$ cat src/sv/utf8w_pkg.sv
`timescale 1ns / 1ps
`default_nettype none
package utf8w_pkg;

    localparam int CP_W        = 21;
    localparam int LEN_W       = 3;
    localparam int REP_W       = 3;
    localparam int DWID_W      = 2;
    localparam int QUEUE_DEPTH = 2;

    localparam logic [CP_W-1:0] REPLACEMENT = 21'h00FFFD;
    localparam logic [CP_W-1:0] MAX_SCALAR  = 21'h10FFFF;
    localparam logic [CP_W-1:0] SURR_LO     = 21'h00D800;
    localparam logic [CP_W-1:0] SURR_HI     = 21'h00DFFF;
    localparam logic [CP_W-1:0] MIN_LEN2    = 21'h000080;
    localparam logic [CP_W-1:0] MIN_LEN3    = 21'h000800;
    localparam logic [CP_W-1:0] MIN_LEN4    = 21'h010000;

    localparam logic [DWID_W-1:0] WIDTH_ZERO   = 2'd0;
    localparam logic [DWID_W-1:0] WIDTH_NORMAL = 2'd1;
    localparam logic [DWID_W-1:0] WIDTH_WIDE   = 2'd2;

    // One command per input byte that yields results:
    // rep_cnt replacements first, then the decoded character if has_char.
    typedef struct packed {
        logic [REP_W-1:0] rep_cnt;
        logic             has_char;
        logic [CP_W-1:0]  cp;
        logic [LEN_W-1:0] len;
    } cmd_t;

    localparam int CMD_W = $bits(cmd_t);

    function automatic logic in_rng(input logic [CP_W-1:0] cp,
                                    input logic [CP_W-1:0] lo,
                                    input logic [CP_W-1:0] hi);
        in_rng = (cp >= lo) && (cp <= hi);
    endfunction

    function automatic logic [DWID_W-1:0] width_of(input logic [CP_W-1:0] cp);
        logic zero_w;
        logic wide_w;
        zero_w = (cp == '0) || in_rng(cp, 21'h0300, 21'h036F) ||
                 (cp == 21'h200B) || (cp == 21'h200D) ||
                 in_rng(cp, 21'hFE00, 21'hFE0F);
        wide_w = in_rng(cp, 21'h1100, 21'h115F) || in_rng(cp, 21'h2E80, 21'hA4CF) ||
                 in_rng(cp, 21'hAC00, 21'hD7A3) || in_rng(cp, 21'hF900, 21'hFAFF) ||
                 in_rng(cp, 21'hFE30, 21'hFE6F) || in_rng(cp, 21'hFF00, 21'hFF60) ||
                 in_rng(cp, 21'hFFE0, 21'hFFE6) || in_rng(cp, 21'h1F300, 21'h1F64F) ||
                 in_rng(cp, 21'h20000, 21'h3FFFD);
        if (zero_w)
            width_of = WIDTH_ZERO;
        else if (wide_w)
            width_of = WIDTH_WIDE;
        else
            width_of = WIDTH_NORMAL;
    endfunction

endpackage
`default_nettype wire

$ cat src/sv/utf8w_front.sv
`timescale 1ns / 1ps
`default_nettype none
module utf8w_front
    import utf8w_pkg::*;
(
    input  wire logic       clk,
    input  wire logic       rst_n,
    input  wire logic       accept,
    input  wire logic [7:0] text_byte,
    input  wire logic       end_of_text,
    output logic            push,
    output cmd_t            cmd
);

    logic [1:0]      pend_cnt_reg, pend_cnt_next;
    logic [LEN_W-1:0] exp_len_reg, exp_len_next;
    logic [CP_W-1:0] pval_reg, pval_next;

    logic            is_cont, is_ascii, is_l2, is_l3, is_l4;
    logic [2:0]      cnt;
    logic [CP_W-1:0] pv_sh;
    logic            bad;

    assign is_cont  = (text_byte[7:6] == 2'b10);
    assign is_ascii = !text_byte[7];
    assign is_l2    = (text_byte[7:5] == 3'b110);
    assign is_l3    = (text_byte[7:4] == 4'b1110);
    assign is_l4    = (text_byte[7:3] == 5'b11110);
    assign cnt      = {1'b0, pend_cnt_reg} + 3'd1;
    assign pv_sh    = {pval_reg[CP_W-7:0], text_byte[5:0]};
    assign bad      = ((exp_len_reg == 3'd2) && (pv_sh < MIN_LEN2)) ||
                      ((exp_len_reg == 3'd3) && (pv_sh < MIN_LEN3)) ||
                      ((exp_len_reg == 3'd4) && (pv_sh < MIN_LEN4)) ||
                      (exp_len_reg < 3'd2) || (exp_len_reg > 3'd4) ||
                      (pv_sh > MAX_SCALAR) ||
                      ((pv_sh >= SURR_LO) && (pv_sh <= SURR_HI));

    always_comb
    begin
        pend_cnt_next = pend_cnt_reg;
        exp_len_next  = exp_len_reg;
        pval_next     = pval_reg;
        cmd.rep_cnt   = '0;
        cmd.has_char  = 1'b0;
        cmd.cp        = {{(CP_W-8){1'b0}}, text_byte};
        cmd.len       = 3'd1;
        if ((pend_cnt_reg != 2'd0) && is_cont)
        begin
            if (cnt >= exp_len_reg)
            begin
                if (bad)
                    cmd.rep_cnt = cnt;
                else
                begin
                    cmd.has_char = 1'b1;
                    cmd.cp       = pv_sh;
                    cmd.len      = exp_len_reg;
                end
                pend_cnt_next = 2'd0;
                exp_len_next  = '0;
                pval_next     = '0;
            end
            else
            begin
                pend_cnt_next = cnt[1:0];
                pval_next     = pv_sh;
            end
        end
        else
        begin
            // no sequence pending or a broken one: flush what is buffered, then decode afresh
            cmd.rep_cnt   = {1'b0, pend_cnt_reg};
            pend_cnt_next = 2'd0;
            exp_len_next  = '0;
            pval_next     = '0;
            priority if (is_ascii)
                cmd.has_char = 1'b1;
            else if (is_l2)
            begin
                pend_cnt_next = 2'd1;
                exp_len_next  = 3'd2;
                pval_next     = {{(CP_W-5){1'b0}}, text_byte[4:0]};
            end
            else if (is_l3)
            begin
                pend_cnt_next = 2'd1;
                exp_len_next  = 3'd3;
                pval_next     = {{(CP_W-4){1'b0}}, text_byte[3:0]};
            end
            else if (is_l4)
            begin
                pend_cnt_next = 2'd1;
                exp_len_next  = 3'd4;
                pval_next     = {{(CP_W-3){1'b0}}, text_byte[2:0]};
            end
            else
                cmd.rep_cnt = cmd.rep_cnt + 3'd1;
        end
        if (end_of_text && (pend_cnt_next != 2'd0))
        begin
            cmd.rep_cnt   = cmd.rep_cnt + {1'b0, pend_cnt_next};
            pend_cnt_next = 2'd0;
            exp_len_next  = '0;
            pval_next     = '0;
        end
    end

    assign push = accept && ((cmd.rep_cnt != '0) || cmd.has_char);

    always_ff @(posedge clk or negedge rst_n)
    begin
        if (!rst_n)
        begin
            pend_cnt_reg <= 2'd0;
            exp_len_reg  <= '0;
            pval_reg     <= '0;
        end
        else if (accept)
        begin
            pend_cnt_reg <= pend_cnt_next;
            exp_len_reg  <= exp_len_next;
            pval_reg     <= pval_next;
        end
    end

endmodule
`default_nettype wire

$ cat src/sv/utf8w_fifo.sv
`timescale 1ns / 1ps
`default_nettype none
module utf8w_fifo
    import utf8w_pkg::*;
#(
    parameter int DEPTH = QUEUE_DEPTH
)
(
    input  wire logic clk,
    input  wire logic rst_n,
    input  wire logic push,
    input  cmd_t      din,
    input  wire logic pop,
    output cmd_t      dout,
    output logic      full,
    output logic      empty
);

    localparam int PTR_W = (DEPTH > 1) ? $clog2(DEPTH) : 1;
    localparam int CNT_W = $clog2(DEPTH + 1);

    cmd_t             mem [DEPTH];
    logic [PTR_W-1:0] wr_ptr_reg, rd_ptr_reg;
    logic [CNT_W-1:0] count_reg;
    logic             do_push, do_pop;

    assign full    = (count_reg == CNT_W'(DEPTH));
    assign empty   = (count_reg == '0);
    assign do_push = push && !full;
    assign do_pop  = pop && !empty;
    assign dout    = mem[rd_ptr_reg];

    function automatic logic [PTR_W-1:0] wrap_inc(input logic [PTR_W-1:0] p);
        wrap_inc = (p == PTR_W'(DEPTH - 1)) ? '0 : p + 1'b1;
    endfunction

    always_ff @(posedge clk)
    begin
        if (do_push)
            mem[wr_ptr_reg] <= din;
    end

    always_ff @(posedge clk or negedge rst_n)
    begin
        if (!rst_n)
        begin
            wr_ptr_reg <= '0;
            rd_ptr_reg <= '0;
            count_reg  <= '0;
        end
        else
        begin
            if (do_push)
                wr_ptr_reg <= wrap_inc(wr_ptr_reg);
            if (do_pop)
                rd_ptr_reg <= wrap_inc(rd_ptr_reg);
            if (do_push && !do_pop)
                count_reg <= count_reg + 1'b1;
            else if (do_pop && !do_push)
                count_reg <= count_reg - 1'b1;
        end
    end

endmodule
`default_nettype wire

$ cat src/sv/utf8w_back.sv
`timescale 1ns / 1ps
`default_nettype none
module utf8w_back
    import utf8w_pkg::*;
(
    input  wire logic               clk,
    input  wire logic               rst_n,
    input  cmd_t                    head,
    input  wire logic               q_empty,
    output logic                    pop,
    output logic                    out_valid,
    input  wire logic               out_ready,
    output logic [CP_W-1:0]         code_point,
    output logic [LEN_W-1:0]        byte_count,
    output logic                    well_formed,
    output logic [DWID_W-1:0]       display_width,
    output logic                    last_of_run
);

    logic               valid_reg;
    logic [REP_W-1:0]   rem_rep_reg;
    logic               char_reg;
    logic [CP_W-1:0]    cp_reg;
    logic [LEN_W-1:0]   len_reg;
    logic [DWID_W-1:0]  dwid_reg;
    logic               taken, done;

    assign out_valid   = valid_reg;
    assign taken       = valid_reg && out_ready;
    assign last_of_run = ((rem_rep_reg == 3'd1) && !char_reg) ||
                         ((rem_rep_reg == 3'd0) && char_reg);
    assign done        = taken && last_of_run;
    assign pop         = !q_empty && (!valid_reg || done);

    // replacements go out before the decoded character
    always_comb
    begin
        if (rem_rep_reg != '0)
        begin
            code_point    = REPLACEMENT;
            byte_count    = 3'd1;
            well_formed   = 1'b0;
            display_width = WIDTH_NORMAL;
        end
        else
        begin
            code_point    = cp_reg;
            byte_count    = len_reg;
            well_formed   = 1'b1;
            display_width = dwid_reg;
        end
    end

    always_ff @(posedge clk)
    begin
        if (pop)
        begin
            cp_reg   <= head.cp;
            len_reg  <= head.len;
            dwid_reg <= width_of(head.cp);
        end
    end

    always_ff @(posedge clk or negedge rst_n)
    begin
        if (!rst_n)
        begin
            valid_reg   <= 1'b0;
            rem_rep_reg <= '0;
            char_reg    <= 1'b0;
        end
        else if (pop)
        begin
            valid_reg   <= 1'b1;
            rem_rep_reg <= head.rep_cnt;
            char_reg    <= head.has_char;
        end
        else if (done)
            valid_reg <= 1'b0;
        else if (taken)
        begin
            if (rem_rep_reg != '0)
                rem_rep_reg <= rem_rep_reg - 1'b1;
            else
                char_reg <= 1'b0;
        end
    end

endmodule
`default_nettype wire

$ cat src/sv/strict_utf8_decoder_width_unit.sv
// Path: a byte's command is written into the command queue, then loaded into the output register once it is free.
// Throughput: one byte per cycle; a byte that causes n results gives n output transactions,
//   and input stalls only once the command queue (QUEUE_DEPTH) fills.
// Reset: rst_n asynchronous, active low; clears decoder state, queue and output.
`timescale 1ns / 1ps
`default_nettype none
module strict_utf8_decoder_width_unit
    import utf8w_pkg::*;
#(
    parameter int QDEPTH = QUEUE_DEPTH
)
(
    input  wire logic        clk,
    input  wire logic        rst_n,
    input  wire logic        s_tvalid,
    output logic             s_tready,
    input  wire logic [7:0]  s_tdata,   // [7:0] text_byte
    input  wire logic        s_tlast,   // end_of_text
    output logic             m_tvalid,
    input  wire logic        m_tready,
    output logic [31:0]      m_tdata,   // [20:0] code_point, [23:21] byte_count,
                                        // [24] well_formed, [26:25] display_width
    output logic             m_tlast    // last_of_run
);

    // Front: byte classification and sequence state, one command per byte
    // transaction that yields results. Back: expands a command into results.
    cmd_t              f_cmd, q_head;
    logic              f_push, q_full, q_empty, q_pop, s_accept;
    logic [CP_W-1:0]   o_cp;
    logic [LEN_W-1:0]  o_len;
    logic              o_ok;
    logic [DWID_W-1:0] o_wid;

    assign s_tready = !q_full;
    assign s_accept = s_tvalid && s_tready;

    utf8w_front u_front (
        .clk         (clk),
        .rst_n       (rst_n),
        .accept      (s_accept),
        .text_byte   (s_tdata),
        .end_of_text (s_tlast),
        .push        (f_push),
        .cmd         (f_cmd)
    );

    utf8w_fifo #(
        .DEPTH (QDEPTH)
    ) u_queue (
        .clk   (clk),
        .rst_n (rst_n),
        .push  (f_push),
        .din   (f_cmd),
        .pop   (q_pop),
        .dout  (q_head),
        .full  (q_full),
        .empty (q_empty)
    );

    utf8w_back u_back (
        .clk           (clk),
        .rst_n         (rst_n),
        .head          (q_head),
        .q_empty       (q_empty),
        .pop           (q_pop),
        .out_valid     (m_tvalid),
        .out_ready     (m_tready),
        .code_point    (o_cp),
        .byte_count    (o_len),
        .well_formed   (o_ok),
        .display_width (o_wid),
        .last_of_run   (m_tlast)
    );

    assign m_tdata = {5'b0, o_wid, o_ok, o_len, o_cp};

endmodule
`default_nettype wire

$ cat config.mk
export PLATFORM = sky130hd
export DESIGN_NAME = strict_utf8_decoder_width_unit
export DESIGN_NICKNAME = d
export VERILOG_FILES = /design/src/sv/utf8w_pkg.sv /design/src/sv/utf8w_front.sv /design/src/sv/utf8w_fifo.sv /design/src/sv/utf8w_back.sv /design/src/sv/strict_utf8_decoder_width_unit.sv
export SDC_FILE = /design/constraint.sdc
export NUM_CORES = 1
export LEC_CHECK = 0
export ABC_AREA = 1
export BUFFER_PORTS_ARGS = -buffer_cell sky130_fd_sc_hd__buf_2
export CORE_ASPECT_RATIO = 0.7
export CORE_MARGIN = 2
export CORE_UTILIZATION = 55
export CTS_CLUSTER_SIZE = 10
export DETAILED_ROUTE_END_ITERATION = 6
export GPL_ROUTABILITY_DRIVEN = 1
export GPL_TIMING_DRIVEN = 0
export PLACE_DENSITY_LB_ADDON = 0.15
export SKIP_LAST_GASP = 1
export SLEW_MARGIN = 20
export SYNTH_ARGS = -nofsm -noshare
export SYNTH_HDL_FRONTEND = slang
export SYNTH_SLANG_ARGS = --single-unit
$ cat constraint.sdc
create_clock -name clk -period 12.7 [get_ports clk]
set_input_delay 1.27 -clock clk [delete_from_list [all_inputs] [get_ports clk]]
set_output_delay 1.27 -clock clk [all_outputs]
set_load 0.05 [all_outputs]
==> impl_table.tex, run 1 <==
\begin{tabular}{lr}
\hline
Metric & Value \\
\hline
\multicolumn{2}{l}{\textbf{Status}} \\
Run status & complete, no violations \\
\multicolumn{2}{l}{\textbf{Placed design}} \\
Number of buffers inserted by port buffering & 42 \\
Half-perimeter wire length of the detailed placement result & 12140 µm \\
Final Wtd Congestion & 0.9503 \\
\multicolumn{2}{l}{\textbf{Layout}} \\
Layout overhead on the synthesized area & 11.53\% \\
Number of antenna cells inserted & 0 \\
Post-layout nets & 803 \\
Number of flip-flops under the largest register name & 56 \\
Share of final-layout standard cells stronger than drive strength 1 & 0.2232 \\
\multicolumn{2}{l}{\textbf{Floorplan}} \\
Core area & 0.01109 mm² \\
Starting Density & 0.5693 \\
Count of pins on the block boundary & 48 \\
Placement row count & 32 \\
Die X-Extent & 132.1 µm \\
Die span in y & 93.64 µm \\
Area enclosed by the die boundary & 0.01237 mm² \\
\multicolumn{2}{l}{\textbf{CTS}} \\
TritonCTS sink count & 111 \\
CTS tree & done \\
Root buffer cell & clkbuf\_16 \\
Register clock-pin slew on the reported worst setup and hold paths & 0.07 ns \\
Clock Tree Buf Depth & 2 \\
Clock H-tree levels & 3 \\
CTS resizes & 0 \\
Post-CTS setup-driven buffer insertion count & 0 \\
Worst-Skew Late Latency & 0.35 ns \\
TritonCTS Buffers & 9 \\
Number of hold-repair buffers added at the cts stage & 0 \\
\multicolumn{2}{l}{\textbf{Worst hold path}} \\
Startpoint of the worst hold path & u\_queue.wr\_ptr\_reg \\
Path class of the lowest-slack min-delay path & register to register \\
\multicolumn{2}{l}{\textbf{Logic synthesis}} \\
Distinct cell type count after synthesis & 48 \\
Synth Area in Simple Gates & 0.3024 \\
Cell area after synthesis & 0.006314 mm² \\
Combinational family with the most area after synthesis & simple AND/OR/NAND/NOR gates \\
Post-synthesis share of cell area spent on full adders, half adders and majority gates & 0.02299 \\
Yosys Warn Count & 0 \\
Number of flops mapped to enable cells by yosys & 82 \\
Cells after synthesis & 721 \\
Portion of netlist area occupied by mux cells & 0 \\
Average footprint of a synthesized cell & 8.757 µm² \\
Fraction of the mapped netlist area in compound gates & 0.07788 \\
Sequential-to-total area share from yosys stat & 0.5050 \\
Number of synthesized register bits & 111 \\
Post-synth top flop & edfxtp\_1 \\
Async set-reset flop share out of synthesis & 0.2613 \\
Xor and xnor fraction of the mapped netlist area & 0.004162 \\
\multicolumn{2}{l}{\textbf{Power and ir drop}} \\
Leakage power & 3.000 nW \\
Worst supply voltage drop on vdd & 0.1170 mV \\
Power density cells & 236.0 mW/mm² \\
\multicolumn{2}{l}{\textbf{Timing}} \\
Slew Viols, Final & 0 \\
Maximum operating frequency & 236.8 MHz \\
Max\_slew headroom & 0.3338 \\
Time the final worst path needs with I/O delays and setup & 4.223 ns \\
Final total negative setup slack & 0 ns \\
Transition at the pin with the smallest max-transition slack & 0.9982 ns \\
Final worst-path cycle share & 0.3325 \\
Final hold violation count & 0 \\
Layout Skew & 0.007649 ns \\
Final setup vio count & 0 \\
Min Hold Slack & 0.4766 ns \\
RSZ-0062 raised after global routing & false \\
\multicolumn{2}{l}{\textbf{GRT}} \\
Number of global-route vias before repair & 4800 \\
Global-route wire length before repair & 25570 µm \\
Maximum number of pins on one net before global-route repair & 30 \\
Antenna violations before repair & 0 \\
Total routing usage reported by global routing & 0.2737 \\
Grt total ovfl & 0 \\
\multicolumn{2}{l}{\textbf{Route}} \\
Ratio of routed vias to standard cells & 5.423 \\
Violation count after the first detailed-route iteration & 574 \\
Detailed-route via count & 5081 \\
Final ANT Viol Nets & 0 \\
Routed Wire Length & 15740 µm \\
Routed WL per cell & 16.80 µm \\
Number of iterations in the first detailed-routing pass & 5 \\
Final routed DRC violation total & 0 \\
\multicolumn{2}{l}{\textbf{Setup path}} \\
Setup slack of the worst register-to-register path & 8.82 ns \\
Kind of start point of the critical path & primary input \\
Setup crit end kind & register \\
CP Data Arrival Time & 4.46 ns \\
Launch point of the critical path & s\_tdata[4] \\
Largest driver fanout on the critical path & 5 \\
Required time at the worst-slack endpoint & 12.94 ns \\
Category of the most critical setup path & primary input to register \\
Source of the worst register-to-register timing path & u\_front.pend\_cnt\_reg[0] \\
\multicolumn{2}{l}{\textbf{Job}} \\
Max-cap check violation count & 0 \\
\hline
\end{tabular}
report_power, final:
group          internal, mW  switching [mW]
sequential            0.519          0.0316
combinational         0.222           0.620
clock                 0.141           0.128
total                 0.882           0.780
cells in the final DEF, fill, tap and decap left out, types with 3 or more instances in the layout:
cell type,n
inv_1,81
nand2_4,12
ha_1,10
o21ai_0,26
nor2_4,3
edfxtp_1,82
o22ai_1,13
dfrtp_1,29
or2_2,20
o21ai_2,10
inv_2,15
nand2_1,150
nor2_2,13
buf_2,43
conb_1,5
buf_4,8
nor3_1,15
nand4_1,17
a21oi_1,13
nand3_1,52
clkbuf_1,5
clkbuf_16,9
nor2_1,84
nand2_2,19
buf_6,5
o21ai_1,7
metrics by stage:
stage / std cells / util / setup WS [ns] / total power [mW] / instance area (µm²)
final: 937 / 0.6349 / 8.477 / 1.662 / 7042
after global routing: 937 / 0.6349 / 8.260 / 1.771 / 7042
after CTS: 937 / 0.6349 / 8.327 / 1.655 / 7042
after detailed placement: 921 / 0.6093 / 7.952 / 1.389 / 6758
after global placement: 920 / 0.6068 / 7.067 / 1.370 / 6730
after floorplan: 725 / - / 8.152 / 1.175 / 6329
path summary, 6_finish.rpt:
| kind | to | cells past startpoint |
|---|---|---|
| max in group asynchronous | u_front.pval_reg[9] | 1 |
| worst max-delay path | u_queue.count_reg[1] | 17 |
| min in group asynchronous | u_front.pend_cnt_reg[1] | 1 |
| worst max register to register | u_queue.count_reg[1] | 20 |
| worst min-delay path | u_queue.wr_ptr_reg | 2 |
| worst min register to register | u_queue.wr_ptr_reg | 2 |
worst max-delay path, cell delays in order:
cell and delay [ns]:
buf_2 0.15, nand2_1 0.10, o21ai_1 0.27, nand2_1 0.17, o21ai_0 0.37, nand2_1 0.11
ha_1 0.21, fa_1 0.41, or2_0 0.22, nand2_1 0.12, nand3_1 0.11, nand2_1 0.15
inv_1 0.08, ha_1 0.31, a21oi_1 0.13, o21ai_0 0.12, xnor2_1 0.14
logic make-up after synthesis:
family / Yosys count
flip-flops: 111
buffers and inverters: 120
AO/OA/AOI/OAI: 79
adder cells (fa/ha/maj): 11
other: 1
AND/OR/NAND/NOR: 396
XOR/XNOR: 3
synthesized netlist by cell type, types with 4 or more instances:
| master | instances | share of area |
|---|---|---|
| inv_1 | 82 | 0.049 |
| o22ai_1 | 13 | 0.013 |
| clkbuf_1 | 4 | 0.0024 |
| nand4_1 | 17 | 0.017 |
| inv_2 | 14 | 0.0083 |
| nor2_1 | 85 | 0.051 |
| o21ai_2 | 10 | 0.014 |
| dfrtp_1 | 29 | 0.11 |
| nor2_2 | 13 | 0.013 |
| ha_1 | 10 | 0.020 |
| nand3_1 | 52 | 0.041 |
| nand2_1 | 150 | 0.089 |
| nor3_1 | 15 | 0.012 |
| or2_2 | 20 | 0.020 |
| edfxtp_1 | 82 | 0.39 |
| buf_4 | 8 | 0.0095 |
| nand2_2 | 19 | 0.019 |
| nand2_4 | 12 | 0.021 |
| o21ai_0 | 26 | 0.021 |
| buf_6 | 5 | 0.0089 |
| a21oi_1 | 13 | 0.010 |
| o21ai_1 | 7 | 0.0055 |
cell type report:
type                            count  area, µm²
Timing Repair Buffer               43      230.2
Multi-Input combinational cell    494       2599
Inverter                           99      374.1
Buffer                             21      175.2
Sequential cell                   111       3188
Tap cell                          153      191.4
Fill cell                         952       4049
Clock buffer                       11      242.7
Clock inverter                      5      41.29
metal layers:
| layer | wire length (µm) | track usage | vias to the layer above |
|---|---|---|---|
| li1 | - | - | 2487 |
| met5 | 0 | 0 | - |
| met2 | 6104 | 0.3767 | 209 |
| met4 | 63 | 0.04438 | 0 |
| met3 | 1460 | 0.05203 | 6 |
| met1 | 8113 | 0.4483 | 2379 |
Note: power is estimated with default switching activity, not from simulation.
==> inputs of run 2 (changes only) <==
==> constraint.sdc (replaced) <==
create_clock -name clk -period 3.48 [get_ports clk]
set_input_delay 0.348 -clock clk [delete_from_list [all_inputs] [get_ports clk]]
set_output_delay 0.348 -clock clk [all_outputs]
set_load 0.05 [all_outputs]
==> impl_table.tex, run 2 (synthesis results as in run 1) <==
\begin{tabular}{lr}
\hline
Metric & Value \\
\hline
\multicolumn{2}{l}{\textbf{Status}} \\
Run status & complete, no violations (unchanged) \\
\multicolumn{2}{l}{\textbf{Layout}} \\
Post-layout nets & 817 (was 803) \\
Number of flip-flops under the largest register name & 56 (unchanged) \\
Commonest non-fill, non-tap cell in the layout & nand2\_1 (unchanged) \\
Share of final-layout standard cells stronger than drive strength 1 & 0.2531 (was 0.2232) \\
Utilization after layout & 0.6570 (was 0.6349) \\
Top library cells by usage in the layout, fill and taps aside & 149 x nand2\_1, 84 x nor2\_1, 82 x edfxtp\_1 (was 150 x nand2\_1, 84 x nor2\_1, 82 x edfxtp\_1) \\
Number of antenna cells inserted & 0 (unchanged) \\
Fin area & 0.007287 mm² (was 0.007042 mm²) \\
Layout overhead on the synthesized area & 15.42\% (was 11.53\%) \\
\multicolumn{2}{l}{\textbf{Power and ir drop}} \\
Power density cells & 870.2 mW/mm² (was 236.0 mW/mm²) \\
Worst supply voltage drop on vdd & 0.3829 mV (was 0.1170 mV) \\
Leakage power & 3.085 nW (was 3.000 nW) \\
\multicolumn{2}{l}{\textbf{CTS}} \\
Register clock-pin slew on the reported worst setup and hold paths & 0.08 ns (was 0.07 ns) \\
Worst-Skew Late Latency & 0.36 ns (was 0.35 ns) \\
TritonCTS Buffers & 9 (unchanged) \\
Clock Tree Buf Depth & 2 (unchanged) \\
CTS tree & done (unchanged) \\
Clock H-tree levels & 3 (unchanged) \\
TritonCTS sink count & 111 (unchanged) \\
Root buffer cell & clkbuf\_16 (unchanged) \\
Number of hold-repair buffers added at the cts stage & 0 (unchanged) \\
\multicolumn{2}{l}{\textbf{Placed design}} \\
Final Wtd Congestion & 0.9690 (was 0.9503) \\
Cell Area, Placed & 0.006741 mm² (was 0.006758 mm²) \\
Number of buffers inserted by port buffering & 42 (unchanged) \\
Half-perimeter wire length of the detailed placement result & 12300 µm (was 12140 µm) \\
\multicolumn{2}{l}{\textbf{Timing}} \\
Layout Skew & 0.008715 ns (was 0.007649 ns) \\
Final hold violation count & 0 (unchanged) \\
Transition at the pin with the smallest max-transition slack & 1.004 ns (was 0.9982 ns) \\
Max\_slew headroom & 0.3300 (was 0.3338) \\
Slew Viols, Final & 0 (unchanged) \\
Min Hold Slack & 0.02440 ns (was 0.4766 ns) \\
Final worst-path cycle share & 0.9955 \\
Maximum operating frequency & 288.6 MHz \\
Final setup vio count & 0 (unchanged) \\
RSZ-0062 raised after global routing & true (was false) \\
Time the final worst path needs with I/O delays and setup & 3.464 ns \\
\multicolumn{2}{l}{\textbf{Setup path}} \\
Largest driver fanout on the critical path & 4 (was 5) \\
Setup slack of the worst register-to-register path & 0.02 ns (was 8.82 ns) \\
Biggest cell delay along the critical path & 0.42 ns (was 0.41 ns) \\
Category of the most critical setup path & register to register (was primary input to register) \\
Setup crit end kind & register (unchanged) \\
Dominant cell type by count on the critical path & nand2\_1 (unchanged) \\
Kind of start point of the critical path & register (was primary input) \\
Cell with the largest stage delay on the worst path & dfrtp\_1 (was fa\_1) \\
Required time at the worst-slack endpoint & 3.72 ns (was 12.94 ns) \\
CP Data Arrival Time & 3.71 ns (was 4.46 ns) \\
Cell breakdown of the critical path & inv\_2 -> ha\_4 -> ha\_1 -> nand3\_1 -> nand3\_2 -> nand2\_1 -> nor2\_1 -> nand2\_1 -> nand2\_1 -> ha\_1 -> fa\_1 -> or2\_0 -> nand2\_1 -> nand3\_2 -> nand2\_4 -> inv\_1 -> ha\_4 -> a21oi\_2 -> o21ai\_0 -> xnor2\_1 (was buf\_2 -> nand2\_1 -> o21ai\_1 -> nand2\_1 -> o21ai\_0 -> nand2\_1 -> ha\_1 -> fa\_1 -> or2\_0 -> nand2\_1 -> nand3\_1 -> nand2\_1 -> inv\_1 -> ha\_1 -> a21oi\_1 -> o21ai\_0 -> xnor2\_1) \\
\multicolumn{2}{l}{\textbf{Floorplan}} \\
Count of pins on the block boundary & 48 (unchanged) \\
Area enclosed by the die boundary & 0.01237 mm² (unchanged) \\
Die X-Extent & 132.1 µm (unchanged) \\
Placement row count & 32 (unchanged) \\
Die span in y & 93.64 µm (unchanged) \\
Starting Density & 0.5693 (unchanged) \\
Core area & 0.01109 mm² (unchanged) \\
\multicolumn{2}{l}{\textbf{Route}} \\
Number of iterations in the first detailed-routing pass & 5 (unchanged) \\
Violation count after the first detailed-route iteration & 522 (was 574) \\
Routed WL per cell & 17.56 µm (was 16.80 µm) \\
Final ANT Viol Nets & 0 (unchanged) \\
Final routed DRC violation total & 0 (unchanged) \\
Detailed-route via count & 5264 (was 5081) \\
Ratio of routed vias to standard cells & 5.535 (was 5.423) \\
Routed Wire Length & 16700 µm (was 15740 µm) \\
\multicolumn{2}{l}{\textbf{Worst hold path}} \\
Path class of the lowest-slack min-delay path & primary input to asynchronous set/reset pin (was register to register) \\
\multicolumn{2}{l}{\textbf{GRT}} \\
Global-route wire length before repair & 26770 µm (was 25570 µm) \\
Grt total ovfl & 0 (unchanged) \\
Maximum number of pins on one net before global-route repair & 30 (unchanged) \\
Total routing usage reported by global routing & 0.2879 (was 0.2737) \\
Antenna violations before repair & 0 (unchanged) \\
Number of global-route vias before repair & 4892 (was 4800) \\
\multicolumn{2}{l}{\textbf{Job}} \\
Max-cap check violation count & 0 (unchanged) \\
\hline
\end{tabular}
run 2: cell types whose count changed in the layout (fill, tap and decap cells not counted), sizes merged:
cell	change
nor2	+1
inv	-1
clkbuf	-1
clkinvlp	+3
buf	+12
run 2: layer usage:
layer,GRT usage,vias up,wire length [µm],part of all wire
met3,0.06883,19,1717,0.10
li1,-,2523,-,-
met2,0.4063,275,6680,0.40
met4,0.06703,0,225,0.013
met1,0.4461,2447,8080,0.48
met5,0,-,0,0
run 2: worst max-delay path: cells and delay by family (launching register included):
family                     cells  cell delay, ns
adders and majority gates      5            1.29
buffers and inverters          2            0.18
xor gates and xnor gates       1            0.13
AOI/OAI and AO/OA              2            0.19
DFF                            1            0.42
and+or+nand+nor               10            1.11
run 2: where the power goes:
part / total, mW / internal, mW / leakage [nW] / switching [mW]
combinational: 3.27 / 0.913 / 1.79 / 2.35
clock: 1.06 / 0.552 / 0.149 / 0.512
sequential: 2.01 / 1.89 / 1.15 / 0.117
total: 6.34 / 3.36 / 3.09 / 2.98
run 2: final cells by class:
class | instances | area, µm²
fillers | 901 | 3804
flip-flops and latches | 111 | 3188
multi-input cells | 495 | 2681
inverters | 99 | 377.9
repair buffers | 55 | 345.3
clock buffers | 10 | 250.2
well taps | 153 | 191.4
plain buffers | 21 | 175.2
clock inverters | 6 | 70.07
repair inverters | 1 | 7.507
run 2: repair_timing:
| item | CTS | global route |
|---|---|---|
| gates resized for setup | 11 | 4 |
| cloned | 2 | 0 |
| pin swaps | 5 | 2 |
| buffers inserted | 10 | 3 |
| setup endpoints to repair | 58 | 57 |
run 2: path summary, 6_finish.rpt:
kind,from,to,cells after the start
worst max-delay path,u_front.pend_cnt_reg[0],u_queue.count_reg[1],20
max in group asynchronous,rst_n,u_front.pval_reg[8],1
worst max register to register,u_front.pend_cnt_reg[0],u_queue.count_reg[1],20
min in group clk,s_tdata[0],u_queue.mem[0][3],1
worst min register to register,u_queue.wr_ptr_reg,u_queue.wr_ptr_reg,2
worst min-delay path,rst_n,u_front.pend_cnt_reg[0],1
run 2: per-stage QoR:
step / power, mW / setup TNS [ns] / setup WS, ns / cells
after global routing: 6.718 / -0.1703 / -0.1672 / 951
after detailed placement: 5.061 / -27.77 / -0.5350 / 920
after CTS: 6.228 / 0 / 0.02705 / 948
final: 6.341 / 0 / 0.01557 / 951
after floorplan: 4.296 / -0.001386 / -0.001386 / 725
after global placement: 5.016 / -23.78 / -0.4590 / 920
==> inputs of run 3 (changes only) <==
--- a/config.mk
+++ b/config.mk
@@ -15,6 +15,7 @@
 export GPL_ROUTABILITY_DRIVEN = 1
 export GPL_TIMING_DRIVEN = 0
 export PLACE_DENSITY_LB_ADDON = 0.15
+export SETUP_SLACK_MARGIN = 0.3
 export SKIP_LAST_GASP = 1
 export SLEW_MARGIN = 20
 export SYNTH_ARGS = -nofsm -noshare
==> impl_table.tex, run 3 (synthesis results as in run 1) <==
\begin{tabular}{lr}
\hline
Metric & Value \\
\hline
\multicolumn{2}{l}{\textbf{CTS}} \\
Register clock-pin slew on the reported worst setup and hold paths & 0.08 ns (about the same) \\
TritonCTS sink count & 111 (unchanged) \\
Worst-Skew Late Latency & 0.35 ns (was 0.36 ns) \\
TritonCTS Buffers & 9 (unchanged) \\
Number of hold-repair buffers added at the cts stage & 0 (unchanged) \\
Root buffer cell & clkbuf\_16 (unchanged) \\
Clock Tree Buf Depth & 2 (unchanged) \\
CTS tree & done (unchanged) \\
Clock H-tree levels & 3 (unchanged) \\
\multicolumn{2}{l}{\textbf{Placed design}} \\
Final Wtd Congestion & 0.9711 (was 0.9690) \\
Cell Area, Placed & 0.006828 mm² (was 0.006741 mm²) \\
Half-perimeter wire length of the detailed placement result & 12400 µm (was 12300 µm) \\
Dpl ws & -0.2813 ns (was -0.5350 ns) \\
Number of buffers inserted by port buffering & 42 (unchanged) \\
\multicolumn{2}{l}{\textbf{Power and ir drop}} \\
Combinational power share & 0.525 (was 0.515) \\
Post-route total power & 6.544 mW (was 6.341 mW) \\
Portion of total power attributed to the clock network & 0.167 (was 0.168) \\
Fraction of power consumed by sequential logic & 0.309 (was 0.317) \\
P\_int & 3.504 mW (was 3.358 mW) \\
Leakage power & 3.143 nW (was 3.085 nW) \\
Proportion of total power due to net switching & 0.4646 (was 0.4704) \\
Power density cells & 872.6 mW/mm² (was 870.2 mW/mm²) \\
Worst supply voltage drop on vdd & 0.4152 mV (was 0.3829 mV) \\
Net load switching power & 3.040 mW (was 2.983 mW) \\
\multicolumn{2}{l}{\textbf{Setup path}} \\
Kind of start point of the critical path & register (unchanged) \\
Source of the worst register-to-register timing path & u\_front.pend\_cnt\_reg[0] (unchanged) \\
CP Data Arrival Time & 3.41 ns (was 3.71 ns) \\
Setup crit end kind & register (unchanged) \\
Required time at the worst-slack endpoint & 3.56 ns (was 3.72 ns) \\
Setup slack of the worst register-to-register path & 0.15 ns (was 0.02 ns) \\
Category of the most critical setup path & register to register (unchanged) \\
Largest driver fanout on the critical path & 7 (was 4) \\
Number of cell instances on the worst register-to-register path & 19 (was 20) \\
Worst r2r dst & u\_queue.mem[1][2] (was u\_queue.count\_reg[1]) \\
\multicolumn{2}{l}{\textbf{Route}} \\
Routed WL per cell & 17.55 µm (was 17.56 µm) \\
Final ANT Viol Nets & 0 (unchanged) \\
Routed Wire Length & 16810 µm (was 16700 µm) \\
Final routed DRC violation total & 0 (unchanged) \\
Violation count after the first detailed-route iteration & 590 (was 522) \\
Detailed-route via count & 5332 (was 5264) \\
Number of iterations in the first detailed-routing pass & 6 (was 5) \\
Ratio of routed vias to standard cells & 5.566 (was 5.535) \\
\multicolumn{2}{l}{\textbf{Floorplan}} \\
Placement row count & 32 (unchanged) \\
Core area & 0.01109 mm² (unchanged) \\
Die X-Extent & 132.1 µm (unchanged) \\
Starting Density & 0.5693 (unchanged) \\
Die span in y & 93.64 µm (unchanged) \\
Area enclosed by the die boundary & 0.01237 mm² (unchanged) \\
Count of pins on the block boundary & 48 (unchanged) \\
\multicolumn{2}{l}{\textbf{Timing}} \\
Transition at the pin with the smallest max-transition slack & 0.9832 ns (was 1.004 ns) \\
Layout Skew & 0.008312 ns (was 0.008715 ns) \\
RSZ-0062 raised after global routing & true (unchanged) \\
Final total negative setup slack & 0 ns (unchanged) \\
Final worst-path cycle share & 0.9583 (was 0.9955) \\
Maximum operating frequency & 299.9 MHz (was 288.6 MHz) \\
Slew Viols, Final & 0 (unchanged) \\
Final hold violation count & 0 (unchanged) \\
Max\_slew headroom & 0.3438 (was 0.3300) \\
Worst Setup Slack, final & 0.1453 ns (was 0.01557 ns) \\
Time the final worst path needs with I/O delays and setup & 3.335 ns (was 3.464 ns) \\
Final setup vio count & 0 (unchanged) \\
\multicolumn{2}{l}{\textbf{Job}} \\
Max-cap check violation count & 0 (unchanged) \\
\multicolumn{2}{l}{\textbf{GRT}} \\
Global-route wire length before repair & 26210 µm (was 26770 µm) \\
Number of global-route vias before repair & 4799 (was 4892) \\
Grt total ovfl & 0 (unchanged) \\
Total routing usage reported by global routing & 0.2813 (was 0.2879) \\
Maximum number of pins on one net before global-route repair & 30 (unchanged) \\
Antenna violations before repair & 0 (unchanged) \\
\multicolumn{2}{l}{\textbf{Layout}} \\
Share of final-layout standard cells stronger than drive strength 1 & 0.2807 (was 0.2531) \\
Number of flip-flops under the largest register name & 56 (unchanged) \\
Top library cells by usage in the layout, fill and taps aside & 144 x nand2\_1, 84 x nor2\_1, 82 x edfxtp\_1 (was 149 x nand2\_1, 84 x nor2\_1, 82 x edfxtp\_1) \\
Commonest non-fill, non-tap cell in the layout & nand2\_1 (unchanged) \\
Post-layout nets & 824 (was 817) \\
Fin area & 0.007500 mm² (was 0.007287 mm²) \\
Utilization after layout & 0.6762 (was 0.6570) \\
Number of antenna cells inserted & 0 (unchanged) \\
Layout overhead on the synthesized area & 18.79\% (was 15.42\%) \\
\multicolumn{2}{l}{\textbf{Status}} \\
Run status & complete, no violations (unchanged) \\
\multicolumn{2}{l}{\textbf{Worst hold path}} \\
Path class of the lowest-slack min-delay path & primary input to asynchronous set/reset pin (unchanged) \\
\hline
\end{tabular}
run 3: cell count changes in the layout (fill, tap and decap cells not counted), moves of 2 or more:
cell     delta
buf_6       +5
ha_4        +3
nand2_2     +5
nand3_4     +5
nand2_1     -5
nand3_2     -3
ha_1        -3
nand3_1     -2
inv_1       -4
inv_2       +3
run 3: cell type report:
cell class	instances	area, µm²
tap	153	191.4
fill	856	3591
clock buffer	10	239.0
sequential	111	3189
clock inverter	6	85.08
multi-input combinational	495	2798
timing repair inverter	1	7.507
buffer	21	175.2
inverter	99	380.4
timing repair buffer	62	434.2
run 3: how the worst max path moves through the flow:
| stage | startpoint | cells past startpoint | endpoint |
|---|---|---|---|
| global route | u_front.pend_cnt_reg[0] | 19 | u_queue.mem[1][6] |
| finish | u_front.pend_cnt_reg[0] | 19 | u_queue.mem[1][2] |
| global placement | u_front.pend_cnt_reg[0] | 16 | u_queue.mem[0][8] |
| CTS | u_front.pend_cnt_reg[0] | 20 | u_queue.count_reg[1] |
| detailed placement | u_front.pend_cnt_reg[0] | 16 | u_queue.mem[0][7] |
| floorplan | u_front.pend_cnt_reg[0] | 16 | u_queue.mem[0][0] |
run 3: layer usage:
layer	track usage	wire length, µm
met1	0.4471	8085
met4	0.04710	114
met3	0.06341	1808
met2	0.3945	6804
met5	0	0
run 3: worst max-delay path, cell delays in order, from the launching register on:
cell	delay [ns]
dfrtp_2	0.45
inv_2	0.11
ha_4	0.23
ha_4	0.27
nand3_4	0.07
nand3_4	0.10
nand2_2	0.07
nor2_1	0.03
nand2_1	0.09
nand2_2	0.07
ha_4	0.17
fa_1	0.47
or2_1	0.11
nand2_2	0.08
nand3_4	0.09
nand2_4	0.06
buf_6	0.13
buf_6	0.12
nor2_4	0.15
clkbuf_16	0.18
run 3: per-stage QoR:
stage          cells  hold slack (ns)
6_report         958          0.02203
5_1_grt          958          0.08170
4_1_cts          950          0.04733
3_5_place_dp     920           0.4347
3_3_place_gp     920           0.4121
2_1_floorplan    725          0.05241
run 3: power groups by stage:
stage | clock (mW) | sequential [mW] | combinational (mW)
floorplan | 0 | 2.02 | 2.32
global placement | 0 | 2.03 | 3.04
detailed placement | 0 | 2.05 | 3.08
CTS | 1.10 | 2.01 | 3.27
global route | 1.15 | 2.05 | 3.68
finish | 1.09 | 2.02 | 3.43
run 3: timing repair:
item	in CTS	in global routing
resized for setup	16	17
pin swaps	11	7
cloned	2	1
endpoints found under the setup margin	58	59
buffers inserted	12	7
